===== src/rtl/mcf_pkg.sv =====
// ----------------------------------------------------------------------------
// Motion confidence fusion package
// Shared constants, pipeline payload types and the environmental factor table.
// ----------------------------------------------------------------------------
package mcf_pkg;

    // Fixed-point constants, Q1.15, and the battery and temperature limits.
    localparam logic [15:0] Q_ONE         = 16'd32768;
    localparam logic [15:0] K_WILD_WEIGHT = 16'd6554;
    localparam logic [15:0] K_090         = 16'd29491;
    localparam logic [15:0] K_095         = 16'd31130;
    localparam logic [15:0] K_085         = 16'd27853;
    localparam logic [15:0] K_110         = 16'd36045;
    localparam logic [15:0] K_115         = 16'd37683;
    localparam logic [15:0] K_MIN         = 16'd16384;
    localparam logic [15:0] K_MAX         = 16'd39322;
    localparam logic [12:0] BATT_LOW_MV   = 13'd3300;
    localparam logic signed [7:0] TEMP_HIGH = 8'sd40;
    localparam logic [15:0] LIGHT_DARK    = 16'd3277;

    // Widths of the divider datapath.
    localparam int NUM_W  = 34;
    localparam int DEN_W  = 18;
    localparam int QUO_W  = 16;

    // Configuration register indexes.
    typedef enum logic [2:0] {
        REG_PIR_WEIGHT   = 3'd0,
        REG_FRAME_WEIGHT = 3'd1,
        REG_AI_WEIGHT    = 3'd2,
        REG_CAPTURE_THR  = 3'd3,
        REG_TRANSMIT_THR = 3'd4,
        REG_ALERT_THR    = 3'd5,
        REG_ADAPT_MODES  = 3'd6
    } mcf_reg_t;

    // Hour-of-day factor classes.
    typedef enum logic [2:0] {
        HOUR_NONE = 3'd0,
        HOUR_110  = 3'd1,
        HOUR_115  = 3'd2,
        HOUR_090  = 3'd3,
        HOUR_095  = 3'd4
    } mcf_hour_t;

    // Payload that rides alongside the division.
    typedef struct packed {
        logic [15:0] base;
        logic [15:0] env;
        logic        den_zero;
        logic        motion;
        logic        is_wild;
        logic        wild_capture;
        logic        wild_alert;
    } mcf_side_t;

    // State held by one divider cell.
    typedef struct packed {
        logic                 valid;
        logic [DEN_W-1:0]     rem;
        logic [QUO_W-1:0]     low;
        logic [QUO_W-1:0]     quo;
        logic [DEN_W-1:0]     den;
        mcf_side_t            side;
    } mcf_div_t;

    typedef logic [15:0] mcf_env_tab_t [128];

    // Hour class of an hour of day.
    function automatic mcf_hour_t mcf_hour_class(input logic [4:0] h);
        mcf_hour_t c;
        c = HOUR_NONE;
        if (h >= 5'd6 && h <= 5'd8) c = HOUR_110;
        else if (h >= 5'd17 && h <= 5'd19) c = HOUR_115;
        else if (h <= 5'd5) c = HOUR_090;
        else if (h >= 5'd12 && h <= 5'd15) c = HOUR_095;
        return c;
    endfunction

    // Truncating Q1.15 product on constants.
    function automatic int mcf_qmul(input int a, input int k);
        longint p;
        p = longint'(a) * longint'(k);
        return int'(p >>> 15);
    endfunction

    // Factor table indexed by {hour class, battery, temperature, light, weather}.
    function automatic mcf_env_tab_t mcf_build_env();
        mcf_env_tab_t tab;
        int f;
        for (int i = 0; i < 128; i++) begin
            f = int'(Q_ONE);
            if (i[3]) f = mcf_qmul(f, int'(K_090));
            if (i[2]) f = mcf_qmul(f, int'(K_095));
            if (i[1]) f = mcf_qmul(f, int'(K_090));
            if (i[0]) f = mcf_qmul(f, int'(K_085));
            case (i[6:4])
                3'd1: f = mcf_qmul(f, int'(K_110));
                3'd2: f = mcf_qmul(f, int'(K_115));
                3'd3: f = mcf_qmul(f, int'(K_090));
                3'd4: f = mcf_qmul(f, int'(K_095));
                default: f = f;
            endcase
            if (f < int'(K_MIN)) f = int'(K_MIN);
            if (f > int'(K_MAX)) f = int'(K_MAX);
            tab[i] = 16'(f);
        end
        return tab;
    endfunction

endpackage


===== src/rtl/mcf_div_cell.sv =====
// ----------------------------------------------------------------------------
// Motion confidence fusion divider cell
// One restoring division step: shifts in one numerator bit, subtracts the
// denominator when it fits and appends one quotient bit.
// ----------------------------------------------------------------------------
module mcf_div_cell (
    input  logic              clk,
    input  logic              rst_n,
    input  logic              en,
    input  mcf_pkg::mcf_div_t cell_in,
    output mcf_pkg::mcf_div_t cell_out
);
    import mcf_pkg::*;

    logic [DEN_W:0]   trial;
    logic [DEN_W:0]   diff;
    logic             fits;
    mcf_div_t         cell_reg;

    // Compare and subtract on the shifted partial remainder.
    always_comb
    begin
        trial = {cell_in.rem, cell_in.low[QUO_W-1]};
        diff  = trial - {1'b0, cell_in.den};
        fits  = trial >= {1'b0, cell_in.den};
    end

    always_ff @(posedge clk or negedge rst_n)
    begin
        if (!rst_n)
        begin
            cell_reg <= '0;
        end
        else if (en)
        begin
            cell_reg.valid <= cell_in.valid;
            cell_reg.rem   <= fits ? diff[DEN_W-1:0] : trial[DEN_W-1:0];
            cell_reg.low   <= {cell_in.low[QUO_W-2:0], 1'b0};
            cell_reg.quo   <= {cell_in.quo[QUO_W-2:0], fits};
            cell_reg.den   <= cell_in.den;
            cell_reg.side  <= cell_in.side;
        end
    end

    assign cell_out = cell_reg;

endmodule


===== config.mk =====
export PLATFORM = sky130hd
export DESIGN_NAME = mcf_div_cell
export DESIGN_NICKNAME = d
export VERILOG_FILES = /design/src/rtl/mcf_pkg.sv /design/src/rtl/mcf_div_cell.sv
export SDC_FILE = /design/constraint.sdc
export NUM_CORES = 1
export LEC_CHECK = 0
export ABC_CLOCK_PERIOD_IN_PS = 800
export BUFFER_PORTS_ARGS = -buffer_cell sky130_fd_sc_hd__buf_2
export CAP_MARGIN = 20
export CORE_MARGIN = 2
export CORE_UTILIZATION = 38
export DETAILED_ROUTE_END_ITERATION = 10
export GPL_ROUTABILITY_DRIVEN = 0
export PLACE_DENSITY = 0.66
export REMOVE_ABC_BUFFERS = 1
export SYNTH_ARGS = -nofsm -noshare
export SYNTH_HDL_FRONTEND = slang
export SYNTH_SLANG_ARGS = --single-unit

===== constraint.sdc =====
create_clock -name clk -period 0.8 [get_ports clk]
set_input_delay 0.08 -clock clk [delete_from_list [all_inputs] [get_ports clk]]
set_output_delay 0.08 -clock clk [all_outputs]
set_load 0.1 [all_outputs]

==> results.sh <==
export IMPL_status="complete, but fails checks"
export IMPL_violations="setup timing"
export IMPL_place_hpwl_um=11600
export IMPL_drc=0
export IMPL_critical_path_startpoint="cell_in[86]"
export IMPL_clock_power_share_pct=21.1
export IMPL_gr_total_overflow=0
export IMPL_reg2reg_from="cell_out[102]$_DFFE_PN0P_"
export IMPL_max_cap_violations=0
export IMPL_synth_seq_cells=105
export IMPL_vias_per_cell=5.03
export IMPL_slew_viol_final=0
export IMPL_first_iter_violations=210
export IMPL_clk_pin_slew_ps=70
export IMPL_rows=42
export IMPL_syn_to_final_growth_pct=115
export IMPL_async_flop_share_pct=100
export IMPL_synth_ff_type="dfrtp_1"
export IMPL_switchingPower_mw=9.72
export IMPL_utilization_pct=82.7
export IMPL_syn_inst=413
export IMPL_drt_wl_total_um=20400
export IMPL_max_freq_ghz=0.530
export IMPL_die_h_um=119
export IMPL_dr_max_layer_used="met5"
export IMPL_synth_fa_ha_area_share_pct=4.85
export IMPL_worstSkewPairLatency_ps=360
export IMPL_synth_xor_area_share_pct=2.42
export IMPL_core_um2=13100
export IMPL_rsz0062_at_grt="yes"
export IMPL_fin_area_um2=10900
export IMPL_synth_edff_count=0
export IMPL_grt_start_max_net_pins=55
export IMPL_p_int_mw=13.7
export IMPL_wl_per_cell_um=19.9
export IMPL_port_buffers=212
export IMPL_antenna_found_initial=1
export IMPL_synth_distinct_cells=45
export IMPL_fin_nets=972
export IMPL_cts_sinks=105
export IMPL_vias=5159
export IMPL_holdWs_ps=11.7
export IMPL_fin_worst_skew_ps=0
export IMPL_wl_met3_um=1490
export IMPL_layout_drive_gt1_share_pct=60.5
export IMPL_worst_ep_arrival_time_ps=2130
export IMPL_setup_viol=181
export IMPL_startpoint_type="input pin"
export IMPL_hp_class="input pin to flop"
export IMPL_place_area_um2=8590
export IMPL_die_area_um2=14200
export IMPL_met1Wirelength_um=7350
export IMPL_htree_levels=3
export IMPL_grt_util_all_layers_pct=26.3
export IMPL_clockBufferDepth=2
export IMPL_met2_length_um=11100
export IMPL_crit_fanout=2
export IMPL_crit_type="input pin to flop"
export IMPL_synthSimpleGateAreaFrac_pct=5.89
export IMPL_grt_pass1_wl_um=29400
export IMPL_period_minus_slack_ps=1890
export IMPL_ant_nets=0
export IMPL_p_leak_nw=5.12
export IMPL_min_from="cell_in[37]"
export IMPL_grt_pass1_vias=5807
export IMPL_initial_core_util_pct=38.5
export IMPL_cts_tree="yes"
export IMPL_dr_pass1_iters=4
export IMPL_ys_warnings_count=0
export IMPL_finalCritPeriodShare_pct=236
export IMPL_fillers=631
export IMPL_critPathRequiredTime_ps=1040
export IMPL_synth_compound_area_share_pct=8.83
export IMPL_dieWidth_um=119
export IMPL_combPwrFrac_pct=50.6
export IMPL_fin_ws_ps=-1090
export IMPL_p_sw_share_pct=41.4
export IMPL_synth_top_family_by_area="multiplexers"
export IMPL_critPathCaptureType="flop"
export IMPL_cts_buffers=9
export IMPL_synth_area_per_cell_um2=12.2
export IMPL_powerDensity_nw_per_um2=2160
export IMPL_syn_cell_area_um2=5060
export IMPL_io_pins=215
export IMPL_hold_viol=0
export IMPL_root_buffer="clkbuf_16"
export IMPL_synth_mux_area_share_pct=22.1
export IMPL_yosysSeqAreaShare_pct=52.0
export IMPL_ir_drop_mv=1.33
export IMPL_largest_register_ffs=105
export IMPL_seqPwrFrac_pct=28.3
export IMPL_fin_setup_tns_ps=-47980
-- what timing repair did --
item | 4_1_cts | 5_1_grt
endpoints found under the hold margin | 191 | 0
gates resized for setup | 73 | 102
buffers inserted | 27 | 25
hold buffers | 87 | 0
pin swaps | 18 | 36
endpoints found under the setup margin | 143 | 196
-- per-stage QoR --
| stage | setup WS, ps | power, mW | std cells |
|---|---|---|---|
| 2_1_floorplan | -1440 | 12.3 | 393 |
| 3_3_place_gp | -1520 | 16.7 | 877 |
| 3_5_place_dp | -1610 | 16.9 | 877 |
| 4_1_cts | -1030 | 22.6 | 1006 |
| 5_1_grt | -1180 | 24.2 | 1025 |
| 6_report | -1090 | 23.5 | 1026 |
-- per-layer routing --
layer	vias to the layer above	track usage (%)
li1	2313	-
met4	2	8.68
met1	2570	28.3
met3	45	7.81
met2	229	48.9
met5	-	0
-- power groups by stage --
stage | Combinational [mW] | Sequential (mW) | Clock, mW
floorplan | 1.43 | 10.9 | 0
global placement | 10.1 | 6.59 | 0
detailed placement | 10.2 | 6.64 | 0
CTS | 11.1 | 6.56 | 4.91
global route | 12.2 | 6.70 | 5.23
finish | 11.9 | 6.64 | 4.95
-- cell usage in the layout, fill, tap and decap left out, drive strengths merged, types with 10 or more instances in the layout --
master       synthesis  final
mux2                86     86
nor2                19     19
nand2               17     17
dlygate4sd3          0     85
ha                  18     18
dfrtp              105    105
o21ai               12     12
buf                  7    353
inv                 24     26
clkbuf              13     10
a21oi               33     33
mux2i               15     15
-- cell type report --
class | count | area, um^2 | share of cell area (%)
well taps | 176 | 220 | 2.03
diodes | 1 | 2.50 | 0.0230
multi-input cells | 264 | 2680 | 24.6
flip-flops and latches | 105 | 2630 | 24.2
repair buffers | 440 | 4920 | 45.3
clock inverters | 6 | 90.1 | 0.829
clock buffers | 10 | 229 | 2.11
inverters | 24 | 95.1 | 0.875
-- cell usage after synthesis (all sizes together) (7+ instances only) --
cell	count	area [um^2]
a21oi	33	184
nand4	7	43.8
inv	24	90.1
xnor2	8	70.1
mux2i	15	150
mux2	86	968
buf	7	56.3
clkbuf	13	48.8
dfrtp	105	2630
ha	18	225
nand2	17	63.8
o21ai	12	60.1
nor2	19	71.3
-- final timing paths --
kind                       slack, ps  cells past startpoint                   endpoint
setup reg to reg                -240                      3  cell_out[102]$_DFFE_PN0P_
hold / removal                    10                      2   cell_out[37]$_DFFE_PN0P_
max in group asynchronous        260                      3   cell_out[28]$_DFFE_PN0P_
hold reg to reg                  530                      1   cell_out[20]$_DFFE_PN0P_
min in group asynchronous        260                      3   cell_out[88]$_DFFE_PN0P_
setup / recovery               -1090                     12  cell_out[101]$_DFFE_PN0P_
-- worst max-delay path: stages --
cell	delay, ps
buf_8	100
inv_4	50
ha_4	130
inv_2	50
fa_2	370
a211oi_4	280
o211ai_2	120
nand2_1	110
o21a_1	140
nor4_1	50
or4_1	470
a22o_1	190
-- cell families (layout without fill, tap and decap cells) --
kind of cell,count (synthesis),count (layout)
flops,105,105
mux,101,101
fa+ha+maj,19,19
buf+inv,44,480
other cells,1,2
simple gates,61,61
xor+xnor,14,14
compound gates,68,68
Power figures use the tool's default switching activity.
