### config.mk
export PLATFORM = sky130hd
export DESIGN_NAME = mcf_front
export DESIGN_NICKNAME = d
export VERILOG_FILES = /design/src/rtl/mcf_pkg.sv /design/src/rtl/mcf_front.sv
export SDC_FILE = /design/constraint.sdc
export NUM_CORES = 2
export LEC_CHECK = 0
export BUFFER_PORTS_ARGS = -buffer_cell sky130_fd_sc_hd__buf_2
export CAP_MARGIN = 10
export CORE_ASPECT_RATIO = 0.75
export CORE_MARGIN = 2
export CORE_UTILIZATION = 35
export CTS_CLUSTER_DIAMETER = 120
export DETAILED_ROUTE_END_ITERATION = 7
export PLACE_DENSITY = 0.5
export SLEW_MARGIN = 20
export SYNTH_ARGS = -nofsm -noshare
export SYNTH_HDL_FRONTEND = slang
export SYNTH_SLANG_ARGS = --single-unit
### constraint.sdc
create_clock -name clk -period 7 [get_ports clk]
set_clock_uncertainty 0.1 [all_clocks]
set_input_delay 1.75 -clock clk [delete_from_list [all_inputs] [get_ports clk]]
set_output_delay 1.75 -clock clk [all_outputs]
set_load 0.05 [all_outputs]
### src/rtl/mcf_pkg.sv
// ----------------------------------------------------------------------------
// Motion confidence fusion package
// Shared constants, pipeline payload types and the environmental factor table.
// ----------------------------------------------------------------------------
package mcf_pkg;

    // Fixed-point constants, Q1.15, and the battery and temperature limits.
    localparam logic [15:0] Q_ONE         = 16'd32768;
    localparam logic [15:0] K_WILD_WEIGHT = 16'd6554;
    localparam logic [15:0] K_090         = 16'd29491;
    localparam logic [15:0] K_095         = 16'd31130;
    localparam logic [15:0] K_085         = 16'd27853;
    localparam logic [15:0] K_110         = 16'd36045;
    localparam logic [15:0] K_115         = 16'd37683;
    localparam logic [15:0] K_MIN         = 16'd16384;
    localparam logic [15:0] K_MAX         = 16'd39322;
    localparam logic [12:0] BATT_LOW_MV   = 13'd3300;
    localparam logic signed [7:0] TEMP_HIGH = 8'sd40;
    localparam logic [15:0] LIGHT_DARK    = 16'd3277;

    // Widths of the divider datapath.
    localparam int NUM_W  = 34;
    localparam int DEN_W  = 18;
    localparam int QUO_W  = 16;

    // Configuration register indexes.
    typedef enum logic [2:0] {
        REG_PIR_WEIGHT   = 3'd0,
        REG_FRAME_WEIGHT = 3'd1,
        REG_AI_WEIGHT    = 3'd2,
        REG_CAPTURE_THR  = 3'd3,
        REG_TRANSMIT_THR = 3'd4,
        REG_ALERT_THR    = 3'd5,
        REG_ADAPT_MODES  = 3'd6
    } mcf_reg_t;

    // Hour-of-day factor classes.
    typedef enum logic [2:0] {
        HOUR_NONE = 3'd0,
        HOUR_110  = 3'd1,
        HOUR_115  = 3'd2,
        HOUR_090  = 3'd3,
        HOUR_095  = 3'd4
    } mcf_hour_t;

    // Payload that rides alongside the division.
    typedef struct packed {
        logic [15:0] base;
        logic [15:0] env;
        logic        den_zero;
        logic        motion;
        logic        is_wild;
        logic        wild_capture;
        logic        wild_alert;
    } mcf_side_t;

    // State held by one divider cell.
    typedef struct packed {
        logic                 valid;
        logic [DEN_W-1:0]     rem;
        logic [QUO_W-1:0]     low;
        logic [QUO_W-1:0]     quo;
        logic [DEN_W-1:0]     den;
        mcf_side_t            side;
    } mcf_div_t;

    typedef logic [15:0] mcf_env_tab_t [128];

    // Hour class of an hour of day.
    function automatic mcf_hour_t mcf_hour_class(input logic [4:0] h);
        mcf_hour_t c;
        c = HOUR_NONE;
        if (h >= 5'd6 && h <= 5'd8) c = HOUR_110;
        else if (h >= 5'd17 && h <= 5'd19) c = HOUR_115;
        else if (h <= 5'd5) c = HOUR_090;
        else if (h >= 5'd12 && h <= 5'd15) c = HOUR_095;
        return c;
    endfunction

    // Truncating Q1.15 product on constants.
    function automatic int mcf_qmul(input int a, input int k);
        longint p;
        p = longint'(a) * longint'(k);
        return int'(p >>> 15);
    endfunction

    // Factor table indexed by {hour class, battery, temperature, light, weather}.
    function automatic mcf_env_tab_t mcf_build_env();
        mcf_env_tab_t tab;
        int f;
        for (int i = 0; i < 128; i++) begin
            f = int'(Q_ONE);
            if (i[3]) f = mcf_qmul(f, int'(K_090));
            if (i[2]) f = mcf_qmul(f, int'(K_095));
            if (i[1]) f = mcf_qmul(f, int'(K_090));
            if (i[0]) f = mcf_qmul(f, int'(K_085));
            case (i[6:4])
                3'd1: f = mcf_qmul(f, int'(K_110));
                3'd2: f = mcf_qmul(f, int'(K_115));
                3'd3: f = mcf_qmul(f, int'(K_090));
                3'd4: f = mcf_qmul(f, int'(K_095));
                default: f = f;
            endcase
            if (f < int'(K_MIN)) f = int'(K_MIN);
            if (f > int'(K_MAX)) f = int'(K_MAX);
            tab[i] = 16'(f);
        end
        return tab;
    endfunction

endpackage

### src/rtl/mcf_front.sv
// ----------------------------------------------------------------------------
// Motion confidence fusion front end
// Forms the weighted products, the numerator and denominator of the average
// and looks up the environmental factor, in two register stages.
// ----------------------------------------------------------------------------
module mcf_front (
    input  logic             clk,
    input  logic             rst_n,
    input  logic             en,
    input  logic             in_valid,
    input  logic [103:0]     in_data,
    input  logic [15:0]      pir_weight,
    input  logic [15:0]      frame_weight,
    input  logic [15:0]      ai_weight,
    input  logic [2:0]       adapt_modes,
    output mcf_pkg::mcf_div_t cell_out
);
    import mcf_pkg::*;

    localparam mcf_env_tab_t EnvTab = mcf_build_env();

    // Field unpacking.
    logic [3:0]        detect_flags;
    logic [15:0]       base_confidence;
    logic [15:0]       ml_confidence;
    logic [2:0]        wildlife_flags;
    logic [15:0]       wildlife_confidence;
    logic [12:0]       battery_mv;
    logic signed [7:0] temperature_c;
    logic [15:0]       light_level;
    logic              weather_active;
    logic [4:0]        hour;

    assign detect_flags        = in_data[3:0];
    assign base_confidence     = in_data[19:4];
    assign ml_confidence       = in_data[35:20];
    assign wildlife_flags      = in_data[38:36];
    assign wildlife_confidence = in_data[54:39];
    assign battery_mv          = in_data[67:55];
    assign temperature_c       = in_data[75:68];
    assign light_level         = in_data[91:76];
    assign weather_active      = in_data[92];
    assign hour                = in_data[97:93];

    // Stage one: products, weights in use and the factor table index.
    logic        use_pir, use_frame, use_ai, use_wild;
    logic [6:0]  env_idx;
    mcf_hour_t   hcls;

    logic        s1_valid_reg;
    logic [31:0] p_pir_reg, p_frame_reg, p_ai_reg, p_wild_reg;
    logic [DEN_W-1:0] den_reg, den_next;
    logic [6:0]  env_idx_reg;
    logic        env_on_reg;
    mcf_side_t   side1_reg;

    always_comb
    begin
        use_pir   = detect_flags[1];
        use_frame = detect_flags[2];
        use_ai    = detect_flags[3] && (ml_confidence != 16'd0);
        use_wild  = wildlife_flags[0];
        hcls      = adapt_modes[2] ? mcf_hour_class(hour) : HOUR_NONE;
        env_idx   = {hcls,
                     battery_mv < BATT_LOW_MV,
                     (temperature_c < 8'sd0) || (temperature_c > TEMP_HIGH),
                     light_level < LIGHT_DARK,
                     adapt_modes[1] & weather_active};
        den_next  = (use_pir   ? DEN_W'(pir_weight)    : '0)
                  + (use_frame ? DEN_W'(frame_weight)  : '0)
                  + (use_ai    ? DEN_W'(ai_weight)     : '0)
                  + (use_wild  ? DEN_W'(K_WILD_WEIGHT) : '0);
    end

    always_ff @(posedge clk or negedge rst_n)
    begin
        if (!rst_n)
        begin
            s1_valid_reg <= 1'b0;
        end
        else if (en)
        begin
            s1_valid_reg <= in_valid;
        end
    end

    always_ff @(posedge clk)
    begin
        if (en)
        begin
            p_pir_reg   <= use_pir   ? pir_weight * base_confidence : 32'd0;
            p_frame_reg <= use_frame ? frame_weight * base_confidence : 32'd0;
            p_ai_reg    <= use_ai    ? ai_weight * ml_confidence : 32'd0;
            p_wild_reg  <= use_wild  ? K_WILD_WEIGHT * wildlife_confidence : 32'd0;
            den_reg     <= den_next;
            env_idx_reg <= env_idx;
            env_on_reg  <= adapt_modes[0];
            side1_reg.base         <= base_confidence;
            side1_reg.env          <= Q_ONE;
            side1_reg.den_zero     <= (den_next == '0);
            side1_reg.motion       <= detect_flags[0];
            side1_reg.is_wild      <= wildlife_flags[0];
            side1_reg.wild_capture <= wildlife_flags[1];
            side1_reg.wild_alert   <= wildlife_flags[2];
        end
    end

    // Stage two: numerator sum and factor lookup, loaded into the first cell.
    logic [NUM_W-1:0] num;
    mcf_side_t        side2;
    mcf_div_t         cell_reg;

    assign num = NUM_W'(p_pir_reg) + NUM_W'(p_frame_reg)
               + NUM_W'(p_ai_reg) + NUM_W'(p_wild_reg);

    // The side payload picks up the looked-up factor here.
    always_comb
    begin
        side2     = side1_reg;
        side2.env = env_on_reg ? EnvTab[env_idx_reg] : Q_ONE;
    end

    always_ff @(posedge clk or negedge rst_n)
    begin
        if (!rst_n)
        begin
            cell_reg <= '0;
        end
        else if (en)
        begin
            cell_reg.valid <= s1_valid_reg;
            cell_reg.rem   <= num[NUM_W-1:QUO_W];
            cell_reg.low   <= num[QUO_W-1:0];
            cell_reg.quo   <= '0;
            cell_reg.den   <= den_reg;
            cell_reg.side  <= side2;
        end
    end

    assign cell_out = cell_reg;

endmodule

==> results.json <==
{
  "final.min_clock_period_ns": 7.07,
  "worstHoldPathType": "flop to flop",
  "yosys_warns": 0,
  "post-route-drc-count": 0,
  "detailedPlacementHpwl_um": 111000,
  "num_rows": 113,
  "final.setup.worst_slack_ns": -0.0709,
  "layout-drive-gt1-share_pct": 20.5,
  "cp-start-kind": "primary input",
  "grt_pass1_vias": 35657,
  "cp.required_ns": 7.22,
  "pre_cts_ws_ns": -1.02,
  "clock_root_buffer": "sky130_fd_sc_hd__clkbuf_16",
  "edff_count_synth": 171,
  "dpl.cell_count": 6859,
  "cts.htree.levels": 2,
  "netlist-cell-type-count": 89,
  "timing_worst_setup_path_type": "primary input to flop",
  "syn-instance-count": 4708,
  "yosys_most_used_dff": "sky130_fd_sc_hd__edfxtp_1",
  "worst_slew_margin_rel_pct": 36.0,
  "grt_max_degree": 73,
  "vias_per_cell": 4.94,
  "rsz0062_at_grt": "true",
  "yosys_register_bits": 262,
  "cts_inserted_buffers": 35,
  "slew_worst_pin_ns": 0.960,
  "num_vias": 34476,
  "number_of_antenna_violating_nets_in_the_routed_design": 0,
  "max-clock-path-buffers": 3,
  "detail_route.wl_per_cell_um": 19.5,
  "ctsHoldBuffers": 0,
  "cp_max_fanout": 6,
  "grt_overflow_total": 0,
  "initial_utilization_pct": 35.3,
  "core-area_sq_um": 127000,
  "status": "finished with violations",
  "postSynth.asyncResetShare_pct": 34.7,
  "drt_first_pass_iters": 5,
  "clock_sinks": 262,
  "io_pins": 265,
  "largest_register_ff_count": 90,
  "synth.cell_area_sq_um": 44800,
  "die_width_um": 417,
  "cp.arrival_ns": 7.29,
  "port_buffers": 240,
  "track_usage_pct": 20.7,
  "layout.cell_area.non_filler_sq_um": 54200,
  "setup_viol_count_final": 7,
  "gp_routability_congestion": 0.894,
  "area_growth_pct": 21.1,
  "timing.final.crit_share_pct": 101,
  "fmaxAchievable_ghz": 0.141,
  "postSynthAreaPerCell_sq_um": 9.51,
  "cts_tree": "built",
  "nNetsFinal": 6654,
  "overall_die_area_sq_um": 131000,
  "totalWireLength_um": 136000,
  "layout_common_cells": "sky130_fd_sc_hd__inv_1, sky130_fd_sc_hd__fa_1, sky130_fd_sc_hd__nand2_1",
  "stdcell_count": 6980,
  "detail_route.iter0.violations": 2043,
  "synth_seq_area_share_pct": 16.6,
  "max_cap_violations": 0,
  "clock_insertion_delay_worst_skew_ns": 0.60,
  "path_clk_slew_ns": 0.05,
  "failing_checks": "setup timing",
  "timing.critical_path.to_type": "flop",
  "antenna_violations_before_repair": 9,
  "final_common_cell": "sky130_fd_sc_hd__inv_1",
  "slew_viol_final": 0,
  "grt_pass1_wl_um": 211000,
  "timing.final.hold_violations": 0,
  "detailed_place.area_sq_um": 51200,
  "die_height_um": 314
}
## cells in the mapped netlist, types with 9 or more instances
cell type	count	area share [%]
sky130_fd_sc_hd__o2bb2ai_1	12	0.23
sky130_fd_sc_hd__o211ai_1	20	0.34
sky130_fd_sc_hd__a21o_1	66	1.1
sky130_fd_sc_hd__xor2_1	41	0.80
sky130_fd_sc_hd__o22ai_1	12	0.17
sky130_fd_sc_hd__o21bai_1	23	0.39
sky130_fd_sc_hd__clkbuf_1	187	1.6
sky130_fd_sc_hd__nand3_1	38	0.42
sky130_fd_sc_hd__nor2b_1	15	0.21
sky130_fd_sc_hd__dfrtp_1	91	5.1
sky130_fd_sc_hd__nand4_1	20	0.28
sky130_fd_sc_hd__a21boi_0	12	0.20
sky130_fd_sc_hd__a21oi_1	170	1.9
sky130_fd_sc_hd__o31ai_1	12	0.20
sky130_fd_sc_hd__buf_1	10	0.084
sky130_fd_sc_hd__and2_1	416	5.8
sky130_fd_sc_hd__mux2i_1	11	0.25
sky130_fd_sc_hd__nor3b_1	11	0.18
sky130_fd_sc_hd__and3_1	39	0.55
sky130_fd_sc_hd__edfxtp_1	171	11
sky130_fd_sc_hd__a211o_1	9	0.18
sky130_fd_sc_hd__nand2_1	563	4.7
sky130_fd_sc_hd__inv_1	808	6.8
sky130_fd_sc_hd__nand2b_1	27	0.38
sky130_fd_sc_hd__o21a_1	22	0.37
sky130_fd_sc_hd__a211oi_1	28	0.47
sky130_fd_sc_hd__mux2_2	60	1.5
sky130_fd_sc_hd__nor3_1	48	0.54
sky130_fd_sc_hd__xnor2_1	65	1.3
sky130_fd_sc_hd__nor2_1	169	1.4
sky130_fd_sc_hd__fa_1	727	33
sky130_fd_sc_hd__o21ai_0	123	1.4
sky130_fd_sc_hd__a31oi_1	20	0.28
sky130_fd_sc_hd__buf_4	17	0.29
sky130_fd_sc_hd__or2_2	11	0.15
sky130_fd_sc_hd__ha_1	484	14
## metrics by stage
| stage | hold WS (ns) | setup TNS, ns | utilization [%] |
|---|---|---|---|
| finish | 0.370 | -0.277 | 42.8 |
| global route | 0.390 | -2.12 | 42.8 |
| CTS | 0.374 | -0.0105 | 41.7 |
| detailed placement | 0.362 | -33.93 | 40.4 |
| global placement | 0.358 | -33.00 | 40.4 |
| floorplan | 0.354 | -1.03 | - |
## kinds of logic after synthesis
group	Yosys count	share of synthesized area, %
xor gates and xnor gates	106	2.07
and+or+nand+nor	1403	15.5
other	1	0.00838
AOI/OAI and AO/OA	629	9.33
buffers and inverters	1025	8.75
muxes	71	1.76
DFF	262	16.6
adders and majority gates	1211	46.0
## layout make-up
cell class              instances  area (sq um)
diodes                          2          5.00
clock buffers                  43           926
clock inverters                21           255
fillers                     12564         72500
inverters                     808          3030
multi-input cells            3436         34500
flip-flops and latches        262          7410
well taps                    1667          2090
repair buffers                741          6000
## final timing paths
check,from,endpoint,slack (ns),cells after the start
setup / recovery,in_data[10],p_frame_reg[25],-0.07,23
hold / removal,side1_reg[27],cell_out[27],0.37,1
setup reg to reg,p_pir_reg[1],cell_out[97],2.45,15
hold reg to reg,side1_reg[27],cell_out[27],0.37,1
max in group asynchronous,rst_n,cell_out[45],4.50,2
min in group asynchronous,rst_n,cell_out[8],0.96,1
## critical path, stage by stage
cell                       delay (ns)
sky130_fd_sc_hd__buf_16          0.12
sky130_fd_sc_hd__buf_12          0.12
sky130_fd_sc_hd__buf_12          0.13
sky130_fd_sc_hd__and2_4          0.14
sky130_fd_sc_hd__fa_1            0.54
sky130_fd_sc_hd__inv_2           0.04
sky130_fd_sc_hd__fa_1            0.49
sky130_fd_sc_hd__inv_2           0.04
sky130_fd_sc_hd__fa_1            0.47
sky130_fd_sc_hd__fa_1            0.53
sky130_fd_sc_hd__fa_1            0.54
sky130_fd_sc_hd__inv_2           0.04
sky130_fd_sc_hd__fa_1            0.54
sky130_fd_sc_hd__inv_2           0.05
sky130_fd_sc_hd__ha_4            0.28
sky130_fd_sc_hd__nand2_4         0.05
sky130_fd_sc_hd__or4_4           0.51
sky130_fd_sc_hd__o211ai_4        0.23
sky130_fd_sc_hd__a21boi_4        0.11
sky130_fd_sc_hd__buf_6           0.15
sky130_fd_sc_hd__o21ai_4         0.16
sky130_fd_sc_hd__xnor2_2         0.08
sky130_fd_sc_hd__and2_1          0.15
## routing by layer
| layer | global-route usage, % | vias to the layer above | wire length, um |
|---|---|---|---|
| li1 | - | 16240 | - |
| met1 | 31.2 | 17423 | 67600 |
| met2 | 32.0 | 691 | 59700 |
| met3 | 2.73 | 116 | 6280 |
| met4 | 3.84 | 6 | 2550 |
| met5 | 0 | - | 34 |
## repair_timing
item / CTS / global route
resized for setup: 78 / 262
endpoints found under the hold margin: 0 / 0
buffers inserted: 9 / 39
pin swaps: 31 / 129
setup endpoints to repair: 27 / 42
gates cloned: 2 / 9
Power is not shown: default switching activity piles up to over one toggle a cycle in this logic, so the estimate is an artifact.
