`src/rtl/mcf_pkg.sv`:
```
// ----------------------------------------------------------------------------
// Motion confidence fusion package
// Shared constants, pipeline payload types and the environmental factor table.
// ----------------------------------------------------------------------------
package mcf_pkg;

    // Fixed-point constants, Q1.15, and the battery and temperature limits.
    localparam logic [15:0] Q_ONE         = 16'd32768;
    localparam logic [15:0] K_WILD_WEIGHT = 16'd6554;
    localparam logic [15:0] K_090         = 16'd29491;
    localparam logic [15:0] K_095         = 16'd31130;
    localparam logic [15:0] K_085         = 16'd27853;
    localparam logic [15:0] K_110         = 16'd36045;
    localparam logic [15:0] K_115         = 16'd37683;
    localparam logic [15:0] K_MIN         = 16'd16384;
    localparam logic [15:0] K_MAX         = 16'd39322;
    localparam logic [12:0] BATT_LOW_MV   = 13'd3300;
    localparam logic signed [7:0] TEMP_HIGH = 8'sd40;
    localparam logic [15:0] LIGHT_DARK    = 16'd3277;

    // Widths of the divider datapath.
    localparam int NUM_W  = 34;
    localparam int DEN_W  = 18;
    localparam int QUO_W  = 16;

    // Configuration register indexes.
    typedef enum logic [2:0] {
        REG_PIR_WEIGHT   = 3'd0,
        REG_FRAME_WEIGHT = 3'd1,
        REG_AI_WEIGHT    = 3'd2,
        REG_CAPTURE_THR  = 3'd3,
        REG_TRANSMIT_THR = 3'd4,
        REG_ALERT_THR    = 3'd5,
        REG_ADAPT_MODES  = 3'd6
    } mcf_reg_t;

    // Hour-of-day factor classes.
    typedef enum logic [2:0] {
        HOUR_NONE = 3'd0,
        HOUR_110  = 3'd1,
        HOUR_115  = 3'd2,
        HOUR_090  = 3'd3,
        HOUR_095  = 3'd4
    } mcf_hour_t;

    // Payload that rides alongside the division.
    typedef struct packed {
        logic [15:0] base;
        logic [15:0] env;
        logic        den_zero;
        logic        motion;
        logic        is_wild;
        logic        wild_capture;
        logic        wild_alert;
    } mcf_side_t;

    // State held by one divider cell.
    typedef struct packed {
        logic                 valid;
        logic [DEN_W-1:0]     rem;
        logic [QUO_W-1:0]     low;
        logic [QUO_W-1:0]     quo;
        logic [DEN_W-1:0]     den;
        mcf_side_t            side;
    } mcf_div_t;

    typedef logic [15:0] mcf_env_tab_t [128];

    // Hour class of an hour of day.
    function automatic mcf_hour_t mcf_hour_class(input logic [4:0] h);
        mcf_hour_t c;
        c = HOUR_NONE;
        if (h >= 5'd6 && h <= 5'd8) c = HOUR_110;
        else if (h >= 5'd17 && h <= 5'd19) c = HOUR_115;
        else if (h <= 5'd5) c = HOUR_090;
        else if (h >= 5'd12 && h <= 5'd15) c = HOUR_095;
        return c;
    endfunction

    // Truncating Q1.15 product on constants.
    function automatic int mcf_qmul(input int a, input int k);
        longint p;
        p = longint'(a) * longint'(k);
        return int'(p >>> 15);
    endfunction

    // Factor table indexed by {hour class, battery, temperature, light, weather}.
    function automatic mcf_env_tab_t mcf_build_env();
        mcf_env_tab_t tab;
        int f;
        for (int i = 0; i < 128; i++) begin
            f = int'(Q_ONE);
            if (i[3]) f = mcf_qmul(f, int'(K_090));
            if (i[2]) f = mcf_qmul(f, int'(K_095));
            if (i[1]) f = mcf_qmul(f, int'(K_090));
            if (i[0]) f = mcf_qmul(f, int'(K_085));
            case (i[6:4])
                3'd1: f = mcf_qmul(f, int'(K_110));
                3'd2: f = mcf_qmul(f, int'(K_115));
                3'd3: f = mcf_qmul(f, int'(K_090));
                3'd4: f = mcf_qmul(f, int'(K_095));
                default: f = f;
            endcase
            if (f < int'(K_MIN)) f = int'(K_MIN);
            if (f > int'(K_MAX)) f = int'(K_MAX);
            tab[i] = 16'(f);
        end
        return tab;
    endfunction

endpackage

```
`src/rtl/mcf_back.sv`:
```
// ----------------------------------------------------------------------------
// Motion confidence fusion back end
// Scales the fused and base confidences by the factor, saturates, and makes
// the capture, save, transmit and alert decisions into the output register.
// ----------------------------------------------------------------------------
module mcf_back (
    input  logic              clk,
    input  logic              rst_n,
    input  logic              en,
    input  mcf_pkg::mcf_div_t cell_in,
    input  logic [15:0]       capture_threshold,
    input  logic [15:0]       transmit_threshold,
    input  logic [15:0]       alert_threshold,
    output logic              out_valid,
    output logic [55:0]       out_data
);
    import mcf_pkg::*;

    logic [15:0] fused;
    logic        m_valid_reg;
    logic [31:0] f_prod_reg, b_prod_reg;
    mcf_side_t   side_reg;

    // No weight in use falls back to the base confidence.
    assign fused = cell_in.side.den_zero ? cell_in.side.base : cell_in.quo;

    always_ff @(posedge clk or negedge rst_n)
    begin
        if (!rst_n)
        begin
            m_valid_reg <= 1'b0;
        end
        else if (en)
        begin
            m_valid_reg <= cell_in.valid;
        end
    end

    always_ff @(posedge clk)
    begin
        if (en)
        begin
            f_prod_reg <= fused * cell_in.side.env;
            b_prod_reg <= cell_in.side.base * cell_in.side.env;
            side_reg   <= cell_in.side;
        end
    end

    // Saturation and decisions.
    logic [15:0] f_out, b_out;
    logic        cap, sav, tx, al;

    always_comb
    begin
        f_out = f_prod_reg[31] ? 16'hFFFF : f_prod_reg[30:15];
        b_out = b_prod_reg[31] ? 16'hFFFF : b_prod_reg[30:15];
        cap   = (f_out >= capture_threshold) && side_reg.motion
              && (!side_reg.is_wild || side_reg.wild_capture);
        sav   = cap && (f_out >= capture_threshold);
        tx    = sav && (f_out >= transmit_threshold);
        al    = (f_out >= alert_threshold) || (side_reg.is_wild && side_reg.wild_alert);
    end

    logic        out_valid_reg;
    logic [55:0] out_data_reg;

    always_ff @(posedge clk or negedge rst_n)
    begin
        if (!rst_n)
        begin
            out_valid_reg <= 1'b0;
        end
        else if (en)
        begin
            out_valid_reg <= m_valid_reg;
        end
    end

    always_ff @(posedge clk)
    begin
        if (en)
        begin
            out_data_reg <= {4'd0, al, tx, sav, cap, side_reg.env, b_out, f_out};
        end
    end

    assign out_valid = out_valid_reg;
    assign out_data  = out_data_reg;

endmodule

```
`config.mk`:
```
export PLATFORM = sky130hd
export DESIGN_NAME = mcf_back
export DESIGN_NICKNAME = d
export VERILOG_FILES = /design/src/rtl/mcf_pkg.sv /design/src/rtl/mcf_back.sv
export SDC_FILE = /design/constraint.sdc
export NUM_CORES = 1
export LEC_CHECK = 0
export BUFFER_PORTS_ARGS = -buffer_cell sky130_fd_sc_hd__buf_2
export CAP_MARGIN = 20
export CORE_AREA = 2 2 253 255
export DETAILED_ROUTE_END_ITERATION = 7
export DIE_AREA = 0 0 255 257
export PLACE_DENSITY = 0.59
export SKIP_CTS_REPAIR_TIMING = 1
export SLEW_MARGIN = 15
export SYNTH_ARGS = -nofsm -noshare
export SYNTH_HDL_FRONTEND = slang
export SYNTH_SLANG_ARGS = --single-unit
export TNS_END_PERCENT = 1
```
`constraint.sdc`:
```
create_clock -name clk -period 5.4 [get_ports clk]
set_input_delay 0.27 -clock clk [delete_from_list [all_inputs] [get_ports clk]]
set_output_delay 0.27 -clock clk [all_outputs]
set_load 0.05 [all_outputs]
```
==> results.yml, run 1 <==
grt:
  met3_usage_pct: 2.994
  grtUsageMet2_pct: 27.47
  grt.busiest_layer: "met2"
  grt_pass1_vias: 17599
  grt_use_total_pct: 17.57
  grt_pass1_wl_um: 90940
  antenna_found_initial: 3
  grt_max_degree: 66
  grt_remaining_overflow: 0
  grtUsageMet1_pct: 25.29
setup_path:
  end_kind: "register"
  path_max_fanout: 10
  worst-path-buf-inv: 6
  required_ns: 5.53
  path_cells: "buf_12, buf_4, mux2_4, and2_4, fa_1, inv_1, fa_1, inv_1, fa_1, fa_1, fa_1, inv_1, fa_1, inv_2, ha_4, a21o_1, a21o_1, a21o_1, a41o_1, a31oi_4, o211ai_1, xor2_1"
  cp_top_family: "adder cells"
  r2r_slack_ns: 2.58
  cp_slowest_cell: "fa_1"
  crit_type: "primary input to register"
  cpMostUsedCell: "fa_1"
  cp.arrival_ns: 5.76
  critPathLaunchType: "primary input"
  cp_slowest_stage_delay_ns: 0.55
job:
  drv_cap: 0
final_layout:
  regArea_sq_mm: 0.003233
  multiInputGateArea_sq_mm: 0.01658
  stdcell_area_sq_mm: 0.02597
  fillerInstances: 6108
  syn_to_final_growth_pct: 19.17
  diodes: 0
  drive_gt1_share_pct: 20.82
  largest_reg_flops: 52
  final_cells: 3478
  final_nets: 3420
detailed_routing:
  route.detailed.drc: 0
  vias: 16566
  vias_per_cell: 4.763
  ant_nets: 0
  wl_per_cell_um: 15.80
  totalWireLength_um: 54950
  first_iter_violations: 936
  dr.pass1.iters: 5
logic_synthesis:
  yosysTopAreaCell: "fa_1"
  synth_cell_type_count: 66
  synth_area_sq_mm: 0.02179
  yosysMostFrequentCell: "inv_1"
  synth_seq_cells: 108
  yosys-top-cells-area: "fa_1 35%, edfxtp_1 15%, ha_1 14%"
  synth_enable_flop_cells: 106
  syn_avg_cell_area_sq_um: 9.484
  synth_top_cell_area_share_pct: 35.46
  synthArstFlopShare_pct: 1.852
  netlist_instances: 2298
  synth_seq_area_share_pct: 14.83
  synth_commonest_cells: "510 x inv_1, 386 x fa_1, 306 x nand2_1"
  ys.flop_type: "edfxtp_1"
  yosys_warnings: 0
timing:
  final.setup.tns_ns: -1.244
  drv_slew: 0
  worst-slew-pin-transition_ns: 0.8861
  max-slew-margin-rel_pct: 40.93
  min_period_ns: 5.630
  clock_skew_ns: 0.01237
  finalSetupViolations: 12
  fin_crit_sh_pct: 104.3
  layout_setup_ws_ns: -0.2297
  rsz0062_at_grt: "yes"
  timing.fmax_mhz: 177.6
  hold_violations: 0
clock_tree:
  cts-buffers-inserted: 9
  cts_max_path_buffers: 2
  cts_tree: "yes"
  cts_root_buf: "clkbuf_16"
  cts.sinks: 108
  clk_latency_ns: 0.40
  cts.htree.levels: 3
  cts.clk_slew.worst_paths_ns: 0.09
hold_path:
  hold_class: "primary input to register"
floorplanning:
  die_h_um: 257
  row_count: 92
  dieArea_sq_mm: 0.06554
  ios: 214
  initial_utilization_pct: 34.74
  die_w_um: 255
  core_sq_mm: 0.06274
placed_design:
  preCtsSetupSlack_ns: -0.9463
  place_area_sq_mm: 0.02530
  place.gp.congestion: 0.8482
  port_buffers: 157
  hpwl_um: 46660
  dp_cells: 3459
run_status:
  violations: "setup timing"
  outcome: "complete, but fails checks"
[worst register-to-register path: stages, from the launching register on]
cell,delay (ns)
edfxtp_1,0.55
or2_2,0.40
inv_1,0.13
ha_1,0.24
nand2b_1,0.14
a21o_1,0.17
a21o_1,0.18
a21oi_1,0.25
nor4_1,0.14
o221a_2,0.28
o21a_1,0.12
[layer usage]
layer  up-vias  part of all wire (%)
met3        57                   5.2
met2       369                    46
met1      8415                    47
li1       7721                     -
met4         4                   1.7
met5         -                 0.055
[logic make-up (layout without fill, tap and decap cells)]
kind of cell	after synthesis	count (layout)	synth area share, %
flops	108	108	14.83
fa+ha+maj	636	636	49.81
other cells	1	4	0.01721
xor+xnor	38	38	1.527
mux	18	18	0.9300
buf+inv	611	942	10.70
simple gates	666	666	15.31
compound gates	220	220	6.878
[final cells by class]
cell class	count	share of cell area, %
clock buffers	9	0.8671
repair buffers	416	11.07
multi-input cells	1582	63.85
flip-flops and latches	108	12.45
inverters	510	7.370
well taps	846	4.075
clock inverters	7	0.3276
[worst paths after layout]
| check | from | endpoint | cells past startpoint |
|---|---|---|---|
| hold reg to reg | side_reg[7]$_DFFE_PP_ | out_data[34]$_DFFE_PP_ | 0 |
| max in group asynchronous | rst_n | out_valid$_DFFE_PN0P_ | 2 |
| setup / recovery | cell_in[4] | f_prod_reg[24]$_DFFE_PP_ | 22 |
| setup reg to reg | f_prod_reg[31]$_DFFE_PP_ | out_data[50]$_DFFE_PP_ | 10 |
| min in group asynchronous | rst_n | m_valid_reg$_DFFE_PN0P_ | 2 |
| hold / removal | cell_in[0] | side_reg[0]$_DFFE_PP_ | 1 |
[layout by cell type (no fill, tap or decap), types with 43 or more instances in the layout]
master / synthesis / routed
fa_1: 386 / 381
and2_1: 238 / 234
inv_1: 510 / 508
buf_2: 6 / 148
a21o_1: 45 / 45
edfxtp_1: 106 / 106
buf_4: 4 / 251
ha_1: 250 / 240
nand2_1: 306 / 303
a21oi_1: 57 / 43
[metrics by stage]
stage / utilization (%) / hold slack (ns)
after global routing: 41.40 / 0.02743
after floorplan: - / -0.02559
after CTS: 40.83 / -0.3942
final: 41.40 / 0.04185
after detailed placement: 40.34 / 0.05528
after global placement: 40.34 / 0.05369
Power of run 1 is not shown: default switching activity piles up to over one toggle a cycle in this logic, so the estimate is an artifact.
==> inputs of run 2 (changes only) <==
--- a/config.mk
+++ b/config.mk
@@ -10,7 +10,7 @@
 export CORE_AREA = 2 2 253 255
 export DETAILED_ROUTE_END_ITERATION = 7
 export DIE_AREA = 0 0 255 257
-export PLACE_DENSITY = 0.59
+export PLACE_DENSITY = 0.56
 export SKIP_CTS_REPAIR_TIMING = 1
 export SLEW_MARGIN = 15
 export SYNTH_ARGS = -nofsm -noshare
==> run 2 against run 1 <==
The flow still finishes with violations (setup timing); register-to-register slack gained 0.02 ns; largest cell class unchanged; utilization rose by 0.18 points; critical path depth shrank 1; wire length up 2.2%; worst setup slack worse by 0.030 ns; maximum frequency down 0.53%; non-clock buffer count grew 9; clock skew fell by 0.0027 ns; via count grew 0.42%; critical path type unchanged; final cell count rose by 0.32%; highest routed layer unchanged; die area unchanged; flip-flop and latch count did not move.
==> results.yml, run 2 (synthesis gave the netlist of run 1 again) <==
run_status:
  outcome: "complete, but fails checks"
  violations: "setup timing"
detailed_routing:
  vias_per_cell: 4.768
  totalWireLength_um: 56140
  wl_per_cell_um: 16.09
  dr.pass1.iters: 5
  route.detailed.drc: 0
  ant_nets: 0
  vias: 16635
  first_iter_violations: 838
timing:
  hold_violations: 0
  timing.fmax_mhz: 176.7
  min_period_ns: 5.660
  worst-slew-pin-transition_ns: 0.9065
  drv_slew: 0
  max-slew-margin-rel_pct: 39.57
  fin_crit_sh_pct: 104.8
  whs_ns: 0.04956
  finalSetupViolations: 20
  rsz0062_at_grt: "yes"
  layout_setup_ws_ns: -0.2598
  clock_skew_ns: 0.009694
final_layout:
  stdcell_area_sq_mm: 0.02609
  layout_commonest_cell: "inv_1"
  drive_gt1_share_pct: 20.86
  finish.utilization_pct: 41.58
  layout_common_cells: "505 x inv_1, 383 x fa_1, 303 x nand2_1, 248 x buf_4, 243 x ha_1"
  final_nets: 3430
  fillerInstances: 6136
  syn_to_final_growth_pct: 19.69
  largest_reg_flops: 52
placed_design:
  hpwl_um: 47460
  port_buffers: 157
  preCtsSetupSlack_ns: -1.027
  place_area_sq_mm: 0.02534
  place.gp.congestion: 0.8393
clock_tree:
  cts_tree: "yes"
  cts-buffers-inserted: 9
  cts_max_path_buffers: 2
  cts.htree.levels: 3
  cts.sinks: 108
  clk_latency_ns: 0.40
  cts.clk_slew.worst_paths_ns: 0.07
  cts_root_buf: "clkbuf_16"
setup_path:
  cpMostUsedCell: "fa_1"
  required_ns: 5.55
  cp.arrival_ns: 5.81
  end_kind: "register"
  cp_slowest_stage_delay_ns: 0.56
  critPathLaunchType: "primary input"
  crit_type: "primary input to register"
  rr_worst_depth: 10
  path_max_fanout: 8
  path_cells: "clkbuf_16, buf_6, mux2_4, nand2_1, fa_1, fa_1, inv_2, fa_1, fa_1, fa_1, inv_1, fa_1, inv_2, ha_4, a21o_1, a21o_1, a21o_1, a41o_1, a31oi_4, o211ai_1, xor2_1"
  cp_slowest_cell: "fa_1"
grt:
  antenna_found_initial: 4
  grt_remaining_overflow: 0
  grt_use_total_pct: 17.82
  grt_max_degree: 63
  grt_pass1_vias: 17726
  grt_pass1_wl_um: 92300
floorplanning:
  initial_utilization_pct: 34.74
  die_w_um: 255
  core_sq_mm: 0.06274
  dieArea_sq_mm: 0.06554
  row_count: 92
  ios: 214
  die_h_um: 257
hold_path:
  hold_path_depth: 1
  hold_class: "primary input to register"
job:
  drv_cap: 0
[run 2: cell count changes in the layout (fill, tap and decap cells not counted), sizes merged]
cell      before  now
clkbuf        12   16
clkinv         2    4
inv          514  512
buf          412  417
diode          0    1
bufinv         0    1
clkinvlp       1    0
mux2          18   19
[run 2: area by class of cell]
type | instances | area (sq um) | share of cell area (%)
clock buffer | 9 | 225.2 | 0.8633
timing repair buffer | 425 | 3017 | 11.56
antenna | 1 | 2.502 | 0.009593
sequential | 108 | 3233 | 12.39
multi-input combinational | 1583 | 16560 | 63.49
inverter | 510 | 1914 | 7.338
clock inverter | 7 | 73.82 | 0.2830
tap | 846 | 1059 | 4.058
[run 2: final timing paths]
path                                           from                        to  slack (ns)
max reg2reg                f_prod_reg[31]$_DFFE_PP_    out_data[50]$_DFFE_PP_        2.60
max                                      cell_in[4]  f_prod_reg[24]$_DFFE_PP_       -0.26
min in group asynchronous                     rst_n     out_valid$_DFFE_PN0P_        0.18
min                                      cell_in[2]     side_reg[2]$_DFFE_PP_        0.05
max in group asynchronous                     rst_n   m_valid_reg$_DFFE_PN0P_        5.13
min reg2reg                  side_reg[20]$_DFFE_PP_    out_data[47]$_DFFE_PP_        0.42
[run 2: worst max-delay path: cells and delay by family]
kind	cells	cell delay, ns
buffers and inverters	5	0.44
AND/OR/NAND/NOR	1	0.11
adder cells (fa/ha/maj)	7	3.25
multiplexers	1	0.36
AO/OA/AOI/OAI	6	1.18
XOR/XNOR	1	0.18
[run 2: stage by stage]
step,instances,setup TNS [ns]
CTS,3475,-8.767
detailed placement,3459,-22.00
global placement,3459,-20.38
global route,3488,-6.468
floorplan,2301,-6.581
finish,3489,-2.051
[run 2: layer usage]
layer	part of all wire, %	GRT usage (%)	up-vias	routed length [um]
met4	1.5	3.882	8	815
met3	5.4	2.782	53	3009
met1	48	25.96	8475	26780
li1	-	-	7741	-
met5	0.11	0	-	60
met2	45	27.83	358	25470
Power of run 2 is left out for the same reason.
==> inputs of run 3 (changes only) <==
--- a/config.mk
+++ b/config.mk
@@ -7,12 +7,14 @@
 export LEC_CHECK = 0
 export BUFFER_PORTS_ARGS = -buffer_cell sky130_fd_sc_hd__buf_2
 export CAP_MARGIN = 20
+export CELL_PAD_IN_SITES_DETAIL_PLACEMENT = 1
+export CELL_PAD_IN_SITES_GLOBAL_PLACEMENT = 1
 export CORE_AREA = 2 2 253 255
 export DETAILED_ROUTE_END_ITERATION = 7
 export DIE_AREA = 0 0 255 257
-export PLACE_DENSITY = 0.56
+export PLACE_DENSITY = 0.67
 export SKIP_CTS_REPAIR_TIMING = 1
-export SLEW_MARGIN = 15
+export SLEW_MARGIN = 0
 export SYNTH_ARGS = -nofsm -noshare
 export SYNTH_HDL_FRONTEND = slang
 export SYNTH_SLANG_ARGS = --single-unit
==> constraint.sdc (replaced) <==
create_clock -name clk -period 6.2 [get_ports clk]
set_input_delay 0.31 -clock clk [delete_from_list [all_inputs] [get_ports clk]]
set_output_delay 0.31 -clock clk [all_outputs]
set_load 0.05 [all_outputs]
==> run 3 against run 2 <==
The run now ends clean; count of clock-buffer cells in the layout is 1 higher; first-iteration DRC count decreased by 16%; flip-flop and latch count unchanged; sequential share of layout area up 0.76 points; worst setup slack better by 0.48 ns; clock skew grew 0.0021 ns; cell area shrank 5.8%.
==> results.yml, run 3 (synthesis gave the netlist of run 1 again) <==
run_status:
  outcome: "finished clean"
floorplanning:
  dieArea_sq_mm: 0.06554
  row_count: 92
  core_sq_mm: 0.06274
  die_w_um: 255
  ios: 214
  die_h_um: 257
  initial_utilization_pct: 34.74
timing:
  fin_crit_sh_pct: 96.44
  timing.fmax_mhz: 167.2
  max-slew-margin-rel_pct: 35.75
  drv_slew: 0
  rsz0062_at_grt: "no"
  finalSetupViolations: 0
  layout_setup_ws_ns: 0.2206
  clock_skew_ns: 0.01174
  hold_violations: 0
  worst-slew-pin-transition_ns: 0.9637
  min_period_ns: 5.979
grt:
  grt_pass1_vias: 18438
  grt_use_total_pct: 18.85
  grt_pass1_wl_um: 97300
  grt_max_degree: 66
  grt_remaining_overflow: 0
  antenna_found_initial: 4
clock_tree:
  cts-buffers-inserted: 9
  cts_root_buf: "clkbuf_16"
  clk_latency_ns: 0.41
  cts_tree: "yes"
  cts.sinks: 108
  cts.clk_slew.worst_paths_ns: 0.09
  cts.htree.levels: 3
  cts_max_path_buffers: 2
setup_path:
  cp.arrival_ns: 6.14
  critPathLaunchType: "primary input"
  required_ns: 6.36
  rr_worst_depth: 10
  path_max_fanout: 14
  end_kind: "register"
  crit_type: "primary input to register"
final_layout:
  layout_commonest_cell: "inv_1"
  syn_to_final_growth_pct: 12.79
  drive_gt1_share_pct: 14.84
  largest_reg_flops: 52
  layout_common_cells: "510 x inv_1, 386 x fa_1, 306 x nand2_1, 250 x ha_1, 238 x and2_1"
  final_nets: 3295
  final_cells: 3353
  diodes: 0
job:
  drv_cap: 0
detailed_routing:
  first_iter_violations: 704
  wl_per_cell_um: 17.49
  ant_nets: 0
  vias: 16197
  vias_per_cell: 4.831
  totalWireLength_um: 58640
  dr.pass1.iters: 5
  route.detailed.drc: 0
placed_design:
  place.gp.congestion: 0.8577
  hpwl_um: 49370
  port_buffers: 157
  dp_cells: 3336
  preCtsSetupSlack_ns: -0.4473
hold_path:
  hold_class: "primary input to register"
  hold_path_depth: 1
run 3: changes by cell type in the layout (fill, tap and decap cells not counted), moves of 8 or more:
cell / previous run / this run
buf_4: 248 / 132
mux2_4: 15 / 1
mux2_2: 4 / 17
buf_12: 10 / 2
buf_6: 9 / 1
o21ai_0: 32 / 40
run 3: critical path, cell delays in order:
cell,delay [ns]
buf_6,0.18
mux2_2,0.42
and2_1,0.19
fa_1,0.56
inv_1,0.07
fa_1,0.47
fa_1,0.53
inv_1,0.06
fa_1,0.48
fa_1,0.49
inv_1,0.05
fa_1,0.47
inv_1,0.04
ha_1,0.34
a21oi_2,0.21
o211ai_1,0.12
a41o_1,0.28
o211ai_1,0.11
o211ai_1,0.23
a211o_1,0.35
xor2_1,0.15
run 3: layout make-up:
cell class / instances / area [sq um]
multi-input cells: 1582 / 16260
clock buffers: 10 / 229.0
fillers: 7267 / 38150
flip-flops and latches: 108 / 3233
inverters: 510 / 1914
clock inverters: 6 / 56.30
well taps: 846 / 1059
repair buffers: 291 / 1828
run 3: path summary, 6_finish.rpt:
check / startpoint / to / slack [ns]
setup / recovery: cell_in[4] / f_prod_reg[27]$_DFFE_PP_ / 0.22
hold / removal: cell_in[0] / side_reg[0]$_DFFE_PP_ / 0.08
setup reg to reg: f_prod_reg[31]$_DFFE_PP_ / out_data[50]$_DFFE_PP_ / 3.40
hold reg to reg: side_reg[12]$_DFFE_PP_ / out_data[39]$_DFFE_PP_ / 0.43
max in group asynchronous: rst_n / m_valid_reg$_DFFE_PN0P_ / 5.89
min in group asynchronous: rst_n / out_valid$_DFFE_PN0P_ / 0.22
run 3: metrics by stage:
stage | utilization (%) | cell area (sq um) | TNS [ns] | hold WS (ns)
4_1_cts | 39.12 | 24540 | -0.01518 | -0.3570
2_1_floorplan | - | 21820 | 0 | 0.01441
5_1_grt | 39.18 | 24580 | 0 | 0.05551
6_report | 39.18 | 24580 | 0 | 0.07601
3_3_place_gp | 38.67 | 24260 | -2.458 | 0.09348
3_5_place_dp | 38.67 | 24260 | -4.243 | 0.09641
run 3: routing by layer:
metal	share of wire, %	vias to the layer above	global-route usage (%)
li1	-	7466	-
met1	45	8427	25.55
met2	49	258	31.95
met3	4.6	38	3.055
met4	0.98	8	3.298
met5	0.078	-	0
Power of run 3 is left out for the same reason.
